<file path="src/assert_macros.svh">
// ----------------------------------------------------------------------------
// Assertion macros
// Shared concurrent assertion helpers, clocked on i_clk; ASSERT_CLK adds a reset disable.
// ----------------------------------------------------------------------------
`ifndef ASSERT_MACROS_SVH
`define ASSERT_MACROS_SVH

// Implication or plain property, checked while reset is released.
`define ASSERT_CLK(lbl, prop, msg) \
    lbl: assert property (@(posedge i_clk) disable iff (!i_rst_n) (prop)) else $error(msg);

// Property that must hold at every edge, reset included.
`define ASSERT_ALWAYS(lbl, prop, msg) \
    lbl: assert property (@(posedge i_clk) (prop)) else $error(msg);

`endif

</file>
<file path="src/pngck_pkg.sv">
// ----------------------------------------------------------------------------
// pngck_pkg
// Types and constants of the PNG chunk structure checker.
// ----------------------------------------------------------------------------
package pngck_pkg;

    localparam int OFFSET_BITS = 32;

    localparam logic [31:0] TYPE_IHDR     = 32'h4948_4452;
    localparam logic [31:0] TYPE_IDAT     = 32'h4944_4154;
    localparam logic [31:0] TYPE_IEND     = 32'h4945_4E44;
    localparam logic [31:0] IHDR_DATA_LEN = 32'd13;

    // Signature bytes in file order.
    localparam logic [7:0] SIG_BYTES [8] = '{
        8'h89, 8'h50, 8'h4E, 8'h47, 8'h0D, 8'h0A, 8'h1A, 8'h0A
    };

    localparam logic [2:0] VERDICT_GOOD     = 3'd0;
    localparam logic [2:0] VERDICT_BAD_SIG  = 3'd1;
    localparam logic [2:0] VERDICT_BAD_IHDR = 3'd2;
    localparam logic [2:0] VERDICT_BAD_IEND = 3'd3;
    localparam logic [2:0] VERDICT_NO_IDAT  = 3'd4;

    localparam logic KIND_IDAT    = 1'b0;
    localparam logic KIND_VERDICT = 1'b1;

    localparam int RES_BITS = 32 + 32 + 32 + 3;
    localparam int M_TDATA_W = ((RES_BITS + 7) / 8) * 8;

    localparam int FIFO_DEPTH = 4;
    localparam int PTR_W = $clog2(FIFO_DEPTH);
    localparam int CNT_W = $clog2(FIFO_DEPTH + 1);

    typedef enum logic [3:0] {
        PH_SIG,
        PH_HLEN,
        PH_HTYPE,
        PH_HSKIP,
        PH_CLEN,
        PH_CTYPE,
        PH_IDATA,
        PH_ICRC,
        PH_SKIP,
        PH_TAIL
    } t_phase;

    typedef struct packed {
        logic        kind;
        logic [31:0] offset;
        logic [31:0] length;
        logic [31:0] crc;
        logic [2:0]  verdict;
        logic        last;
    } t_result;

endpackage

</file>
<file path="src/png_chunk_structure_checker_core.sv">
// A result is written into the result queue by the byte transfer that causes it.
// Throughput: one byte per cycle while results are taken; the four-entry result queue
// holds off new bytes when fewer than two entries are free. A final byte that closes an
// IDAT CRC yields two results, which are written into the queue together.
// Reset is synchronous and active low; it clears the parser state and the queue.
// ----------------------------------------------------------------------------
// png_chunk_structure_checker_core
// Walks a PNG byte stream, reports IDAT chunks and gives a verdict per file.
// ----------------------------------------------------------------------------
module png_chunk_structure_checker_core (
    input  logic                           i_clk,
    input  logic                           i_rst_n,
    // Slave side. tdata: data_byte [7:0].
    input  logic                           s_axis_tvalid,
    output logic                           s_axis_tready,
    input  logic [7:0]                     s_axis_tdata,
    // tlast: last_byte.
    input  logic                           s_axis_tlast,
    // Master side. tdata: chunk_offset [31:0], chunk_length [63:32],
    // chunk_crc [95:64], verdict [98:96], zero fill above.
    output logic                           m_axis_tvalid,
    input  logic                           m_axis_tready,
    output logic [pngck_pkg::M_TDATA_W-1:0] m_axis_tdata,
    // tuser: report_kind.
    output logic                           m_axis_tuser,
    // tlast: final_of_run.
    output logic                           m_axis_tlast
);
    import pngck_pkg::*;

    // Parser state. The byte offset saturates at all ones.
    t_phase                 r_phase, n_phase;
    logic [2:0]             r_fcnt, n_fcnt;
    logic [31:0]            r_word, n_word;
    logic [31:0]            r_len, n_len;
    logic [32:0]            r_skip, n_skip;
    logic [OFFSET_BITS-1:0] r_off, n_off;
    logic [OFFSET_BITS-1:0] r_cstart, n_cstart;
    logic                   r_idat, n_idat;
    logic [2:0]             r_fail, n_fail;

    // Result queue.
    t_result                r_mem [FIFO_DEPTH];
    logic [PTR_W-1:0]       r_wptr, r_rptr;
    logic [CNT_W-1:0]       r_cnt;

    logic                   w_acc;
    logic                   w_last_acc;
    logic                   w_hold_fail;
    logic                   w_rd;
    logic [31:0]            w_word;
    logic                   w_word_done;
    logic [32:0]            w_skip_dec;
    logic                   w_emit_report;
    logic [2:0]             w_verdict;
    logic [1:0]             w_wr_cnt;
    t_result                w_res_report;
    t_result                w_res_verdict;
    t_result                w_head;

    // Byte transfers are taken while two queue entries are free, so a final byte
    // can always push both its IDAT report and its verdict.
    assign s_axis_tready = (r_cnt <= CNT_W'(FIFO_DEPTH - 2));
    assign w_acc         = s_axis_tvalid && s_axis_tready;
    assign w_last_acc    = w_acc && s_axis_tlast;
    assign w_hold_fail   = (r_fail != VERDICT_GOOD) && !w_last_acc;

    // Shared word assembly for the four-byte big-endian fields.
    assign w_word      = {r_word[23:0], s_axis_tdata};
    assign w_word_done = (r_fcnt >= 3'd3);
    assign w_skip_dec  = (r_skip != 33'd0) ? (r_skip - 33'd1) : r_skip;

    // Next state of the parser for an accepted byte.
    always_comb begin
        t_phase      h_phase;
        logic [2:0]  h_fcnt;
        logic [31:0] h_word;
        logic [31:0] h_len;
        logic [32:0] h_skip;
        logic [OFFSET_BITS-1:0] h_cstart;
        logic        h_idat;
        logic [2:0]  h_fail;

        h_phase  = r_phase;
        h_fcnt   = r_fcnt;
        h_word   = r_word;
        h_len    = r_len;
        h_skip   = r_skip;
        h_cstart = r_cstart;
        h_idat   = r_idat;
        h_fail   = r_fail;

        // Once a failure is recorded, bytes only advance the offset.
        if (r_fail == VERDICT_GOOD) begin
            case (r_phase)
                PH_SIG: begin
                    if (SIG_BYTES[r_fcnt] != s_axis_tdata) begin
                        h_fail = VERDICT_BAD_SIG;
                    end else if (r_fcnt == 3'd7) begin
                        h_fcnt  = 3'd0;
                        h_phase = PH_HLEN;
                    end else begin
                        h_fcnt = r_fcnt + 3'd1;
                    end
                end
                PH_HLEN, PH_HTYPE, PH_CLEN, PH_CTYPE, PH_ICRC: begin
                    h_word = w_word;
                    h_fcnt = w_word_done ? 3'd0 : (r_fcnt + 3'd1);
                    if (r_phase == PH_CLEN && r_fcnt == 3'd0) begin
                        h_cstart = r_off;
                    end
                    if (w_word_done) begin
                        case (r_phase)
                            PH_HLEN: begin
                                if (w_word != IHDR_DATA_LEN) begin
                                    h_fail = VERDICT_BAD_IHDR;
                                end else begin
                                    h_phase = PH_HTYPE;
                                end
                            end
                            PH_HTYPE: begin
                                if (w_word != TYPE_IHDR) begin
                                    h_fail = VERDICT_BAD_IHDR;
                                end else begin
                                    h_phase = PH_HSKIP;
                                    h_skip  = {1'b0, IHDR_DATA_LEN} + 33'd4;
                                end
                            end
                            PH_CLEN: begin
                                h_len   = w_word;
                                h_phase = PH_CTYPE;
                            end
                            PH_CTYPE: begin
                                if (w_word == TYPE_IDAT) begin
                                    h_idat  = 1'b1;
                                    h_skip  = {1'b0, r_len};
                                    h_phase = (r_len == 32'd0) ? PH_ICRC : PH_IDATA;
                                end else if (w_word == TYPE_IEND) begin
                                    if (r_len != 32'd0) begin
                                        h_fail = VERDICT_BAD_IEND;
                                    end else begin
                                        h_skip  = 33'd4;
                                        h_phase = PH_TAIL;
                                    end
                                end else begin
                                    h_skip  = {1'b0, r_len} + 33'd4;
                                    h_phase = PH_SKIP;
                                end
                            end
                            default: begin
                                h_phase = PH_CLEN;
                            end
                        endcase
                    end
                end
                PH_HSKIP, PH_SKIP: begin
                    h_skip = w_skip_dec;
                    if (w_skip_dec == 33'd0) begin
                        h_phase = PH_CLEN;
                    end
                end
                PH_IDATA: begin
                    h_skip = w_skip_dec;
                    if (w_skip_dec == 33'd0) begin
                        h_phase = PH_ICRC;
                    end
                end
                PH_TAIL: begin
                    // Any byte past the four CRC bytes of IEND is an error.
                    if (r_skip == 33'd0) begin
                        h_fail = VERDICT_BAD_IEND;
                    end else begin
                        h_skip = w_skip_dec;
                    end
                end
                default: begin
                    h_fail = VERDICT_BAD_IEND;
                end
            endcase
        end

        // Verdict from the state after this byte; a recorded failure wins.
        if (h_fail != VERDICT_GOOD) begin
            w_verdict = h_fail;
        end else if (h_phase == PH_SIG) begin
            w_verdict = VERDICT_BAD_SIG;
        end else if (h_phase == PH_HLEN || h_phase == PH_HTYPE) begin
            w_verdict = VERDICT_BAD_IHDR;
        end else if (h_phase == PH_TAIL && h_skip == 33'd0) begin
            w_verdict = h_idat ? VERDICT_GOOD : VERDICT_NO_IDAT;
        end else begin
            w_verdict = VERDICT_BAD_IEND;
        end

        n_off = (r_off != {OFFSET_BITS{1'b1}}) ? (r_off + OFFSET_BITS'(1)) : r_off;

        // The final byte returns the parser to its reset state for the next file.
        if (s_axis_tlast) begin
            n_phase  = PH_SIG;
            n_fcnt   = 3'd0;
            n_word   = 32'd0;
            n_len    = 32'd0;
            n_skip   = 33'd0;
            n_off    = '0;
            n_cstart = '0;
            n_idat   = 1'b0;
            n_fail   = VERDICT_GOOD;
        end else begin
            n_phase  = h_phase;
            n_fcnt   = h_fcnt;
            n_word   = h_word;
            n_len    = h_len;
            n_skip   = h_skip;
            n_cstart = h_cstart;
            n_idat   = h_idat;
            n_fail   = h_fail;
        end
    end

    // Results caused by the byte on the slave side.
    always_comb begin
        w_emit_report = (r_fail == VERDICT_GOOD) && (r_phase == PH_ICRC) && w_word_done;

        w_res_report.kind    = KIND_IDAT;
        w_res_report.offset  = 32'(r_cstart);
        w_res_report.length  = r_len;
        w_res_report.crc     = w_word;
        w_res_report.verdict = VERDICT_GOOD;
        w_res_report.last    = !s_axis_tlast;

        w_res_verdict.kind    = KIND_VERDICT;
        w_res_verdict.offset  = 32'd0;
        w_res_verdict.length  = 32'd0;
        w_res_verdict.crc     = 32'd0;
        w_res_verdict.verdict = w_verdict;
        w_res_verdict.last    = 1'b1;

        if (w_acc) begin
            w_wr_cnt = {1'b0, w_emit_report} + {1'b0, s_axis_tlast};
        end else begin
            w_wr_cnt = 2'd0;
        end
    end

    always_ff @(posedge i_clk) begin
        if (!i_rst_n) begin
            r_phase  <= PH_SIG;
            r_fcnt   <= 3'd0;
            r_word   <= 32'd0;
            r_len    <= 32'd0;
            r_skip   <= 33'd0;
            r_off    <= '0;
            r_cstart <= '0;
            r_idat   <= 1'b0;
            r_fail   <= VERDICT_GOOD;
        end else if (w_acc) begin
            r_phase  <= n_phase;
            r_fcnt   <= n_fcnt;
            r_word   <= n_word;
            r_len    <= n_len;
            r_skip   <= n_skip;
            r_off    <= n_off;
            r_cstart <= n_cstart;
            r_idat   <= n_idat;
            r_fail   <= n_fail;
        end
    end

    // Result queue: up to two writes and one read per cycle.
    assign w_head = r_mem[r_rptr];
    assign w_rd   = m_axis_tvalid && m_axis_tready;

    always_ff @(posedge i_clk) begin
        if (w_wr_cnt != 2'd0) begin
            r_mem[r_wptr] <= w_emit_report ? w_res_report : w_res_verdict;
        end
        if (w_wr_cnt == 2'd2) begin
            r_mem[r_wptr + PTR_W'(1)] <= w_res_verdict;
        end
    end

    always_ff @(posedge i_clk) begin
        if (!i_rst_n) begin
            r_wptr <= '0;
            r_rptr <= '0;
            r_cnt  <= '0;
        end else begin
            r_wptr <= r_wptr + PTR_W'(w_wr_cnt);
            r_rptr <= r_rptr + PTR_W'(w_rd);
            r_cnt  <= r_cnt + CNT_W'(w_wr_cnt) - CNT_W'(w_rd);
        end
    end

    assign m_axis_tvalid = (r_cnt != '0);
    assign m_axis_tdata  = M_TDATA_W'({w_head.verdict, w_head.crc,
                                       w_head.length, w_head.offset});
    assign m_axis_tuser  = w_head.kind;
    assign m_axis_tlast  = w_head.last;

`include "assert_macros.svh"

    `ASSERT_CLK(a_queue_bound, r_cnt <= CNT_W'(FIFO_DEPTH), "result queue overflow")
    `ASSERT_CLK(a_last_phase, w_last_acc |=> (r_phase == PH_SIG), "phase kept at file end")
    `ASSERT_CLK(a_last_offset, w_last_acc |=> (r_off == '0), "offset kept at file end")
    `ASSERT_CLK(a_last_fail, w_last_acc |=> (r_fail == VERDICT_GOOD), "failure kept at file end")
    `ASSERT_CLK(a_fail_sticky, w_hold_fail |=> $stable(r_fail), "failure code changed")
    `ASSERT_CLK(a_idle_holds, !w_acc |=> ($stable(r_off) && $stable(r_phase)), "parser moved")

endmodule

</file>
<file path="config.mk">
export PLATFORM = sky130hd
export DESIGN_NAME = png_chunk_structure_checker_core
export DESIGN_NICKNAME = d
export VERILOG_FILES = /design/src/pngck_pkg.sv /design/src/png_chunk_structure_checker_core.sv
export VERILOG_INCLUDE_DIRS = /design/src /design/src/src
export SDC_FILE = /design/constraint.sdc
export NUM_CORES = 1
export LEC_CHECK = 0
export BUFFER_PORTS_ARGS = -buffer_cell sky130_fd_sc_hd__buf_2
export CAP_MARGIN = 0
export CORE_UTILIZATION = 45
export DETAILED_ROUTE_END_ITERATION = 8
export HOLD_SLACK_MARGIN = 0.1
export SYNTH_ARGS = -nofsm -noshare
export SYNTH_HDL_FRONTEND = slang
export SYNTH_SLANG_ARGS = --single-unit
</file>
<file path="constraint.sdc">
create_clock -name i_clk -period 10.6 [get_ports i_clk]
set_input_delay 0.53 -clock i_clk [delete_from_list [all_inputs] [get_ports i_clk]]
set_output_delay 0.53 -clock i_clk [all_outputs]
set_load 0.02 [all_outputs]
</file>
=== After elaboration in Yosys (flattened, before gate mapping) ===
Memories as Yosys holds them, arrays and structs flattened. A register that Yosys moved wholly into a read port is not among the register bits.
Index checks and enable logic that the tools add are counted.

* Equal/unequal tests: 21
* Bitwise gates (word level): 1
* Reduce and logical (&&, ||, !) cells: 36
* Muxes and demuxes: 78
* Order comparisons: 3
* $add $sub $neg: 10

{| class="wikitable"
|+ Operators by type and width
! cell !! count
|-
| $mux 32 || 11
|-
| $mux 33 || 9
|-
| $mux 101 || 1
|-
| $logic_not 33->1 || 3
|-
| $pmux 33 s3 || 1
|-
| $mux 24 || 3
|-
| $pmux 33 s2 || 1
|-
| $eq 32x31->1 const B || 2
|-
| $mux 3 || 20
|-
| $mux 4 || 12
|-
| $add 32x3->33 const B || 1
|-
| $reduce_bool 33->1 || 1
|-
| $sub 33x1->33 const B || 1
|-
| $add 32x1->32 const B || 1
|-
| $logic_not 32->1 || 1
|-
| $ne 32x31->1 const B || 1
|-
| $ne 32x32->1 const B || 1
|-
| $ne 32x4->1 const B || 1
|-
| $pmux 4 s4 || 2
|-
| $reduce_bool 32->1 || 1
|-
| $eq 4x3->1 const B || 4
|-
| $mux 8 || 2
|-
| $reduce_bool 2->1 || 7
|-
| $eq 4x2->1 const B || 3
|-
| other kinds (35) || 59
|}

* Input port bits: 13
* Flip-flop bits (word level): 171
* ROM bits: 64
* RAM bits: 404
* Memories kept: 2

{| class="wikitable"
|+ Memory list
! memory !! depth !! width !! rd ports !! clocked after Yosys merged registers in !! write ports !! RTL line !! source
|-
| r_mem || 4 || 101 || 1 || 1 || 2 || png_chunk_structure_checker_core.sv:43 || <nowiki>t_result r_mem [FIFO_DEPTH];</nowiki>
|-
| (name not given) || 8 || 8 || 1 || 0 || 0 || png_chunk_structure_checker_core.sv:97 || <nowiki>if (SIG_BYTES[r_fcnt] != s_axis_tdata) begin</nowiki>
|}

=== Longest topological paths before layout ===
Gate-level depths: netlist (run 1).

* Depth after elaboration: 15
* Depth in mapped cells: 19
* Mapped depth without buffers: 15

=== Worst setup path before layout (run 1) ===
OpenSTA, ideal clock, no wires.

* Path type: register -> register
* Start point: register r_phase[1]
* End point: memory r_mem[0][76] in the netlist's numbering
* Data arrival time: 4.274 ns
* Library setup time: 0.070 ns
* Stages on the path, launching flop included: 18
* Slack: 6.256 ns
* Buffers on the path: 8
* Cells stage by stage: dfxtp_1 -> clkbuf_1 -> buf_1 -> nor2b_1 -> nand2_1 -> or4_1 -> clkinv_1 -> clkbuf_1 -> clkbuf_1 -> ha_1 -> clkbuf_1 -> o21ai_1 -> or3_1 -> clkbuf_1 -> clkbuf_1 -> buf_1 -> nand2_1 -> a21oi_1

{| class="wikitable"
|+ RTL lines
! element !! RTL line !! source
|-
| from (decl) || png_chunk_structure_checker_core.sv:32 || <nowiki>t_phase r_phase, n_phase;</nowiki>
|-
| from (signal assigned) || png_chunk_structure_checker_core.sv:257 || <nowiki>r_phase <= n_phase;</nowiki>
|-
| to (decl) || png_chunk_structure_checker_core.sv:43 ||
|}

==> results by stage, run 1 <==
Layout:
- Fill cells in the final layout number 5,855.
- Cells fill 50.19% of the core in the end.
- The multi-input combinational cells in the finished layout cover a total of 15,190 um2.
- The layout-stage area growth over the synthesis result is 9.923%.
- The number of standard cells in the layout, taps in and fillers out is 4,160.
- The share of cells above drive strength 1 is 12.53%.
- The final layout contains 3,303 nets.
- The sequential cell area is 11,640 um2.

Synth:
- The area fraction of the dominant cell type after synthesis is 39.92%.
- The gate count of the mapped netlist is 3,393.
- The post-synthesis average cell area is 8.320 um2.
- The dominant register cell in the synthesized netlist is sky130_fd_sc_hd__dfxtp_1.
- The number of flops mapped to enable cells by yosys is 12.
- For this run, asynchronously set or reset flops after synthesis account for 0%.
- Yosys attributes the largest share of cell area to sky130_fd_sc_hd__dfxtp_1, sky130_fd_sc_hd__mux4_2, sky130_fd_sc_hd__a21oi_1, sky130_fd_sc_hd__nand3_1, sky130_fd_sc_hd__nand2_1.
- The mapped netlist covers 28,230 um2.
- The sequential area share after synthesis is 41.20%.
- In this run, distinct cell masters in the synthesized netlist total 88.
- The count of warnings emitted by yosys is 0.
- The register bit total from synthesis is 575.
- Summed over all instances, the cell type with the most area after synthesis is sky130_fd_sc_hd__dfxtp_1.

Floorplanning:
- 121 I/O pins were placed.
- From left edge to right edge, the die measures 252.5 um.
- The number of placement rows is 91.
- The die covers 63,740 um2.
- The die boundary height is 252.5 um.
- The standard cell core area is 61,830 um2.
- For this configuration, the core starts out at a cell density of 45.66%.

Min path:
- The min-delay analysis places its worst path in the category in -> reg.

Power and ir drop:
- For this design the static power due to leakage is 10.39 nW.
- Overall power consumption after layout is estimated at 4.918 mW.
- The worst voltage drop across the vdd grid is 0.0001296 V.
- The total power per unit cell area is 158.5 nW/um2.

Global route:
- The number of global-route vias before repair is 25,110.
- The number of antenna violations at the first check in global routing is 2.
- The maximum number of pins on one net before global-route repair is 194.
- The first-pass GRT wire length is 153,700 um.
- For this run, the total global-route usage over all layers was measured as 30.93%.
- Summed over all layers, the global routing overflow is 0.

CTS:
- The clock buffer count from CTS is 60.
- Clock-pin slew was measured on the worst setup and hold paths at 0.06 ns.
- The cell at the root of the clock tree is sky130_fd_sc_hd__clkbuf_16.
- The H-tree was split into 2 levels.
- The quantity of hold-fixing buffers added after cts is 0.
- The clock passes through at most 3 buffers.
- Buffers added to address setup during post-CTS repair amount to 0.
- The tree built by TritonCTS fans out to 575 sinks.
- TritonCTS built the clock tree.
- For the worst-skew pair, the clock arrives at the later sink with an insertion delay of 0.64 ns.
- The number of instances resized during post-cts repair is 0.

STA:
- Setup repair after global routing left no endpoint under its margin.
- The max-slew violation total from the final report was 0.
- The final critical path takes up 54.51% of the cycle.
- The clock tree skew after final layout is 0.01962 ns.
- Counting I/O delays and the setup requirement, the final critical path takes 5.778 ns.
- Setup violations remaining at the end of the flow were counted as 0.
- Based on the critical path, the design can be clocked at up to 173.1 MHz.
- The worst pin sits at a relative slew slack of 10.28%.
- The total negative slack for setup checks is 0 ns.
- For the pin with the worst max-slew slack, the measured transition is 1.346 ns.
- The final hold violation count was 0.

Critical path:
- The critical path startpoint category is a register.
- The critical setup path kind is reg -> reg.
- The data required time at the worst endpoint is 11.12 ns.
- The worst setup path is captured at a register.
- The internal reg-to-reg setup slack is 4.82 ns.
- In this run the worst path has a maximum fanout of 193.
- STA puts the critical path data arrival time at 6.30 ns.

Detailed routing:
- The mean routed wirelength per cell is 24.29 um.
- The number of design rule violations left after detail routing is 0.
- The final wirelength is 101,000 um.
- The first detailed-routing pass took 6 iterations.
- Once detail routing completed, the nets flagged for antenna violations numbered 0.
- The via count is 26,380.
- The via density per instance is 6.342.
- The number of violations reported at the end of detailed-routing iteration 0 is 2,542.

Status:
- The run finished with clean final reports.

Place:
- Once placement completed, the tool counted placed cells totaling 4,047.
- In this run the tool buffered the top-level ports with 115 buffer cells.
- After legalization and detailed placement, the total HPWL measured 62,930 um.
- The congestion estimate from routability-driven global placement came to 0.9566.

Run:
- Max-cap violations in this run came to 0.
[layer usage]
layer  up-vias  track usage [%]  part of all wire [%]
li1      11960                -                     -
met1     12970            42.21                    43
met2      1245            49.69                    46
met3       204            5.232                   8.4
met4         0            9.905                   2.7
met5         -                0                     0
[metrics by stage]
step | instance area [um2] | worst slack [ns] | hold slack [ns]
6_report | 31030 | 4.822 | 0.2565
5_1_grt | 31030 | 4.575 | 0.2510
4_1_cts | 31030 | 4.906 | 0.2367
3_5_place_dp | 28990 | 4.899 | 0.4431
3_3_place_gp | 28990 | 5.008 | 0.4381
2_1_floorplan | 28250 | 6.256 | 0.4310
[power by group]
part | internal, mW | switching (mW) | leakage, nW
Clock | 1.26 | 0.906 | 1.01
Combinational | 0.172 | 0.331 | 4.74
Sequential | 2.19 | 0.0545 | 4.64
[placed cells by master, fill, tap and decap left out, types with 13 or more instances in the layout]
cell                          n
sky130_fd_sc_hd__a21oi_1    439
sky130_fd_sc_hd__a22oi_1    116
sky130_fd_sc_hd__a31oi_1     13
sky130_fd_sc_hd__and2_1      21
sky130_fd_sc_hd__and3_1      14
sky130_fd_sc_hd__buf_2      114
sky130_fd_sc_hd__buf_4       55
sky130_fd_sc_hd__clkbuf_1    15
sky130_fd_sc_hd__clkbuf_16   61
sky130_fd_sc_hd__clkbuf_8    19
sky130_fd_sc_hd__dfxtp_1    561
sky130_fd_sc_hd__ha_1        17
sky130_fd_sc_hd__inv_1       30
sky130_fd_sc_hd__mux4_2     101
sky130_fd_sc_hd__nand2_1    472
sky130_fd_sc_hd__nand2b_1    14
sky130_fd_sc_hd__nand3_1    436
sky130_fd_sc_hd__nand4_1     40
sky130_fd_sc_hd__nor2_1      99
sky130_fd_sc_hd__nor2b_1    129
sky130_fd_sc_hd__nor3_1      60
sky130_fd_sc_hd__nor4_1      53
sky130_fd_sc_hd__o211ai_1    19
sky130_fd_sc_hd__o21ai_0     62
sky130_fd_sc_hd__or3_1       30
sky130_fd_sc_hd__or4_1       16
sky130_fd_sc_hd__xnor2_1     36
sky130_fd_sc_hd__xor2_1      27
[synth_stat cells, types with 5 or more instances]
cell and count:
sky130_fd_sc_hd__a31o_2 5, sky130_fd_sc_hd__and4_1 9, sky130_fd_sc_hd__nand2_1 472, sky130_fd_sc_hd__or4_1 16, sky130_fd_sc_hd__ha_1 17, sky130_fd_sc_hd__o22ai_1 8
sky130_fd_sc_hd__a31oi_1 13, sky130_fd_sc_hd__buf_1 38, sky130_fd_sc_hd__o21ai_0 62, sky130_fd_sc_hd__edfxtp_1 12, sky130_fd_sc_hd__dfxtp_1 563, sky130_fd_sc_hd__a22oi_1 116
sky130_fd_sc_hd__a211oi_1 10, sky130_fd_sc_hd__o31ai_1 8, sky130_fd_sc_hd__mux4_2 101, sky130_fd_sc_hd__or2_2 8, sky130_fd_sc_hd__or3_1 31, sky130_fd_sc_hd__nor4_1 54
sky130_fd_sc_hd__nand3_1 436, sky130_fd_sc_hd__nand3b_1 5, sky130_fd_sc_hd__xnor2_1 36, sky130_fd_sc_hd__o31a_1 10, sky130_fd_sc_hd__o211ai_1 19, sky130_fd_sc_hd__nor4b_1 6
sky130_fd_sc_hd__nor4bb_1 5, sky130_fd_sc_hd__buf_4 5, sky130_fd_sc_hd__o41ai_1 6, sky130_fd_sc_hd__inv_1 30, sky130_fd_sc_hd__nand2b_1 14, sky130_fd_sc_hd__nor2b_1 129
sky130_fd_sc_hd__and2_1 21, sky130_fd_sc_hd__nor2_1 102, sky130_fd_sc_hd__clkbuf_1 305, sky130_fd_sc_hd__o21a_1 6, sky130_fd_sc_hd__nor3_1 66, sky130_fd_sc_hd__a211o_1 9
sky130_fd_sc_hd__mux2i_1 5, sky130_fd_sc_hd__and3_1 14, sky130_fd_sc_hd__a21oi_1 439, sky130_fd_sc_hd__a21o_1 5, sky130_fd_sc_hd__nand4_1 40, sky130_fd_sc_hd__xor2_1 27
sky130_fd_sc_hd__buf_2 6, sky130_fd_sc_hd__a21boi_0 9
[path summary, 6_finish.rpt]
| check | startpoint | end | cells after the start |
|---|---|---|---|
| setup / recovery | r_phase[1] | r_mem[3][0] | 12 |
| hold reg to reg | r_mem[3][85] | r_mem[3][85] | 2 |
| setup reg to reg | r_phase[1] | r_mem[3][0] | 12 |
| hold / removal | s_axis_tdata[5] | r_mem[3][9] | 3 |
[sequential cells by signal (all words and copies together) (netlist names)]
register  cells
r_cnt         3
r_len        32
r_idat        1
r_fail        3
r_rptr        2
r_phase       4
r_word       24
r_cstart     32
r_wptr        2
r_skip       33
r_mem       404
r_off        32
r_fcnt        3
[critical path: stages, from the launching register on]
cell and delay [ns]:
sky130_fd_sc_hd__dfxtp_1 0.84, sky130_fd_sc_hd__nor2b_1 0.28, sky130_fd_sc_hd__nand2_1 0.12, sky130_fd_sc_hd__or4_1 0.62, sky130_fd_sc_hd__inv_8 0.79, sky130_fd_sc_hd__ha_1 0.52
sky130_fd_sc_hd__o21ai_1 0.18, sky130_fd_sc_hd__buf_4 0.21, sky130_fd_sc_hd__or2_4 0.59, sky130_fd_sc_hd__buf_4 0.51, sky130_fd_sc_hd__buf_4 0.49, sky130_fd_sc_hd__nand2_1 0.23
sky130_fd_sc_hd__o22a_1 0.22
[area by class of cell]
cell class | instances | area share (%)
multi-input combinational | 2435 | 48.96
sequential | 575 | 37.51
clock buffer | 95 | 5.943
tap | 837 | 3.375
timing repair buffer | 169 | 3.169
clock inverter | 16 | 0.6370
inverter | 31 | 0.3992
antenna | 2 | 0.01613
[cells by family after synthesis]
logic type / after synthesis / synth area share [%]
other cells: 1 / 0.01328
fa+ha+maj: 18 / 0.8243
xor+xnor: 63 / 1.955
simple gates: 1459 / 25.68
mux: 109 / 8.354
buf+inv: 387 / 5.292
compound gates: 781 / 16.68
flops: 575 / 41.20
Note: power is estimated with default switching activity, not from simulation.
==> inputs of run 2 (changes only) <==
clock period = 4.8 ns   (was 10.6 ns; I/O delays follow)
==> results by stage, run 2 (synthesis results as in run 1) <==
Layout:
- The top cell types in the final layout, fill and taps aside, are sky130_fd_sc_hd__dfxtp_1, sky130_fd_sc_hd__nand2_1, sky130_fd_sc_hd__a21oi_1.
- The area growth from synthesis to layout is 15.58%.
- The area of all placed cells without fillers is 32,630 um2 (+5.1%).
- The share of cells above drive strength 1 is 16.42% (+3.9 points).
- The most common cell after layout, fill and taps aside is sky130_fd_sc_hd__dfxtp_1.
- More flip-flops sit in one register than any other, and that register is r_mem.
- The core utilization of the finished layout came to 52.78% (+2.6 points).
- The largest registers in the layout are r_mem x404, r_skip x33.
- The flip-flop count of the largest register after layout was 404 (unchanged).
- The net total in the final layout is 3,455 (+4.6%).

Detailed routing:
- The via count came to 27,040 (+2.5%).
- The final wirelength is 105,300 um (+4.2%).
- The mean routed wirelength per cell is 24.43 um (+0.61%).
- The number of violations reported at the end of detailed-routing iteration 0 came to 2,876 (+13%).
- The via density per instance was 6.274 (-1.1%).
- The length of the first detailed-routing pass in iterations is 6 (unchanged).
- The number of routed nets with antenna violations is 0 (unchanged).
- The number of design rule violations left after detail routing is 0 (unchanged).

Min path:
- The min-delay analysis places its worst path in the category in -> reg.
- The worst min-delay path startpoint is s_axis_tlast.

Global route:
- The first-pass GRT wire length is 160,300 um (+4.3%).
- The maximum number of pins on one net before global-route repair was 233 (+20%).
- The residual overflow from global routing came to 0 (unchanged).
- The number of antenna violations at the first check in global routing is 3 (+1).
- The number of global-route vias before repair is 26,010 (+3.6%).
- The total global routing track utilization was 32.44% (+1.5 points).

CTS:
- The number of buffers added for setup after CTS came to 0 (unchanged).
- The clock buffer count from CTS is 61 (+1.7%).
- The clock-pin slew of the registers on the worst-case setup and hold paths is 0.07 ns (about the same).
- The clock sink count came to 575 (unchanged).
- TritonCTS built the clock tree.
- The clock latency reported for the late side of the worst-skew pair came to 0.68 ns (+0.04 ns).
- The buffer depth of the longest clock path is 3 (unchanged).
- The number of H-tree levels is 2 (unchanged).
- CTS placed an instance of sky130_fd_sc_hd__clkbuf_16 at the clock tree root.

STA:
- The final hold violation count is 0 (unchanged).
- The relative slew slack is 26.08% (+16 points).
- The worst path setup slack after routing was 0.1820 ns (-4.640 ns).
- The clock tree skew after final layout is 0.06123 ns (+0.04161 ns).
- The achievable clock frequency came to 216.5 MHz (+25%).
- The total negative slack for setup checks was 0 ns (unchanged).
- The post-route minimum period is 4.618 ns (-1.160 ns).
- The transition time at the pin with the least slew margin was 1.109 ns (-0.2369 ns).
- The number of setup violations in the final report is 0 (unchanged).
- The period utilization is 96.21% (+42 points).
- Setup repair after global routing left no endpoint under its margin.
- The max-slew violation total from the final report is 0 (unchanged).

Critical path:
- The startpoint identified for the worst register-to-register timing path is r_fcnt[1].
- STA classifies the critical path endpoint as a register.
- The critical path startpoint is r_fcnt[1].
- The biggest fanout along the worst timing path is 9 (-95%).
- The arrival time at the worst endpoint was 5.04 ns (-1.26 ns).
- The data required time at the worst endpoint is 5.22 ns (-5.90 ns).
- The critical setup path kind is reg -> reg.
- STA classifies the critical path startpoint as a register.

Place:
- The total half-perimeter wirelength after legalization and detailed placement is 67,860 um (+7.8%).
- The post-placement setup slack is 0.09650 ns (-4.802 ns).
- The quantity of I/O buffers inserted on ports was 115 (unchanged).
- The final weighted congestion of routability-driven global placement is 1.006 (+5.2%).
- The post-place instance area came to 30,290 um2 (+4.5%).

Floorplanning:
- The effective utilization at floorplan is 45.66% (unchanged).
- The number of placement rows is 91 (unchanged).
- The full die area is 63,740 um2 (unchanged).
- The standard cell core area was 61,830 um2 (unchanged).
- The number of top-level pins is 121 (unchanged).
- The die boundary height is 252.5 um (unchanged).
- The die outline width is 252.5 um (unchanged).

Power and ir drop:
- The total power per unit cell area is 345.0 nW/um2 (+120%).
- The leakage component of the power is 11.29 nW (+8.6%).
- The worst voltage drop across the vdd grid is 0.0003136 V (+140%).

Status:
- The flow ran to the end, and the final reports show no timing, DRC or antenna violations.

Run:
- The reported max-cap violation count is 0 (unchanged).
run 2: through the flow:
| stage | hold WS, ns | total power [mW] | std cells |
|---|---|---|---|
| 3_3_place_gp | 0.4379 | 6.248 | 4188 |
| 5_1_grt | 0.2087 | 11.60 | 4308 |
| 3_5_place_dp | 0.4433 | 6.264 | 4188 |
| 4_1_cts | 0.1401 | 11.31 | 4308 |
| 2_1_floorplan | 0.4153 | 5.803 | 3397 |
| 6_report | 0.1799 | 11.26 | 4309 |
run 2: worst paths after layout:
check,end,slack (ns),cells after the start
setup reg to reg,r_mem[0][1],0.18,17
setup / recovery,r_mem[0][1],0.18,17
hold / removal,r_off[0],0.18,4
hold reg to reg,r_mem[1][26],0.45,2
run 2: routing by layer:
metal	track usage (%)	vias to the layer above	wire length [um]
li1	-	12260	-
met1	44.52	13320	45120
met2	52.28	1257	49190
met3	4.912	190	8190
met4	10.29	4	2738
met5	0	-	36
run 2: area by class of cell:
cell class                      count  area, um2
Tap cell                          837       1047
Clock buffer                       85       1747
Fill cell                        5741      29200
Clock inverter                     25      439.2
Timing Repair Buffer              320       2392
Antenna cell                        1      2.502
Multi-Input combinational cell   2435      15240
Inverter                           31      123.9
Sequential cell                   575      11640
run 2: worst max-delay path, cell delays in order, from the launching register on:
cell	delay [ns]
sky130_fd_sc_hd__dfxtp_1	0.46
sky130_fd_sc_hd__ha_1	0.24
sky130_fd_sc_hd__ha_1	0.18
sky130_fd_sc_hd__a211oi_1	0.05
sky130_fd_sc_hd__buf_4	0.18
sky130_fd_sc_hd__a211o_1	0.31
sky130_fd_sc_hd__nor4_1	0.29
sky130_fd_sc_hd__buf_4	0.17
sky130_fd_sc_hd__nor3_1	0.07
sky130_fd_sc_hd__buf_4	0.18
sky130_fd_sc_hd__or2_0	0.33
sky130_fd_sc_hd__o21a_1	0.25
sky130_fd_sc_hd__nor4_1	0.61
sky130_fd_sc_hd__nand4_1	0.22
sky130_fd_sc_hd__nor4bb_2	0.37
sky130_fd_sc_hd__buf_4	0.18
sky130_fd_sc_hd__o31a_1	0.18
sky130_fd_sc_hd__nor3_1	0.09
run 2: report_power, final:
group | switching [mW] | leakage [nW] | internal, mW | total (mW)
Combinational | 0.748 | 5.59 | 0.428 | 1.18
Sequential | 0.152 | 4.64 | 4.84 | 4.99
Clock | 2.06 | 1.06 | 3.03 | 5.09
Total | 2.96 | 11.3 | 8.30 | 11.3
run 2: timing repair:
item                       CTS  global route
hold buffers                10             0
hold endpoints to repair    80             0
setup endpoints to repair    0            12
gates resized for setup      0            11
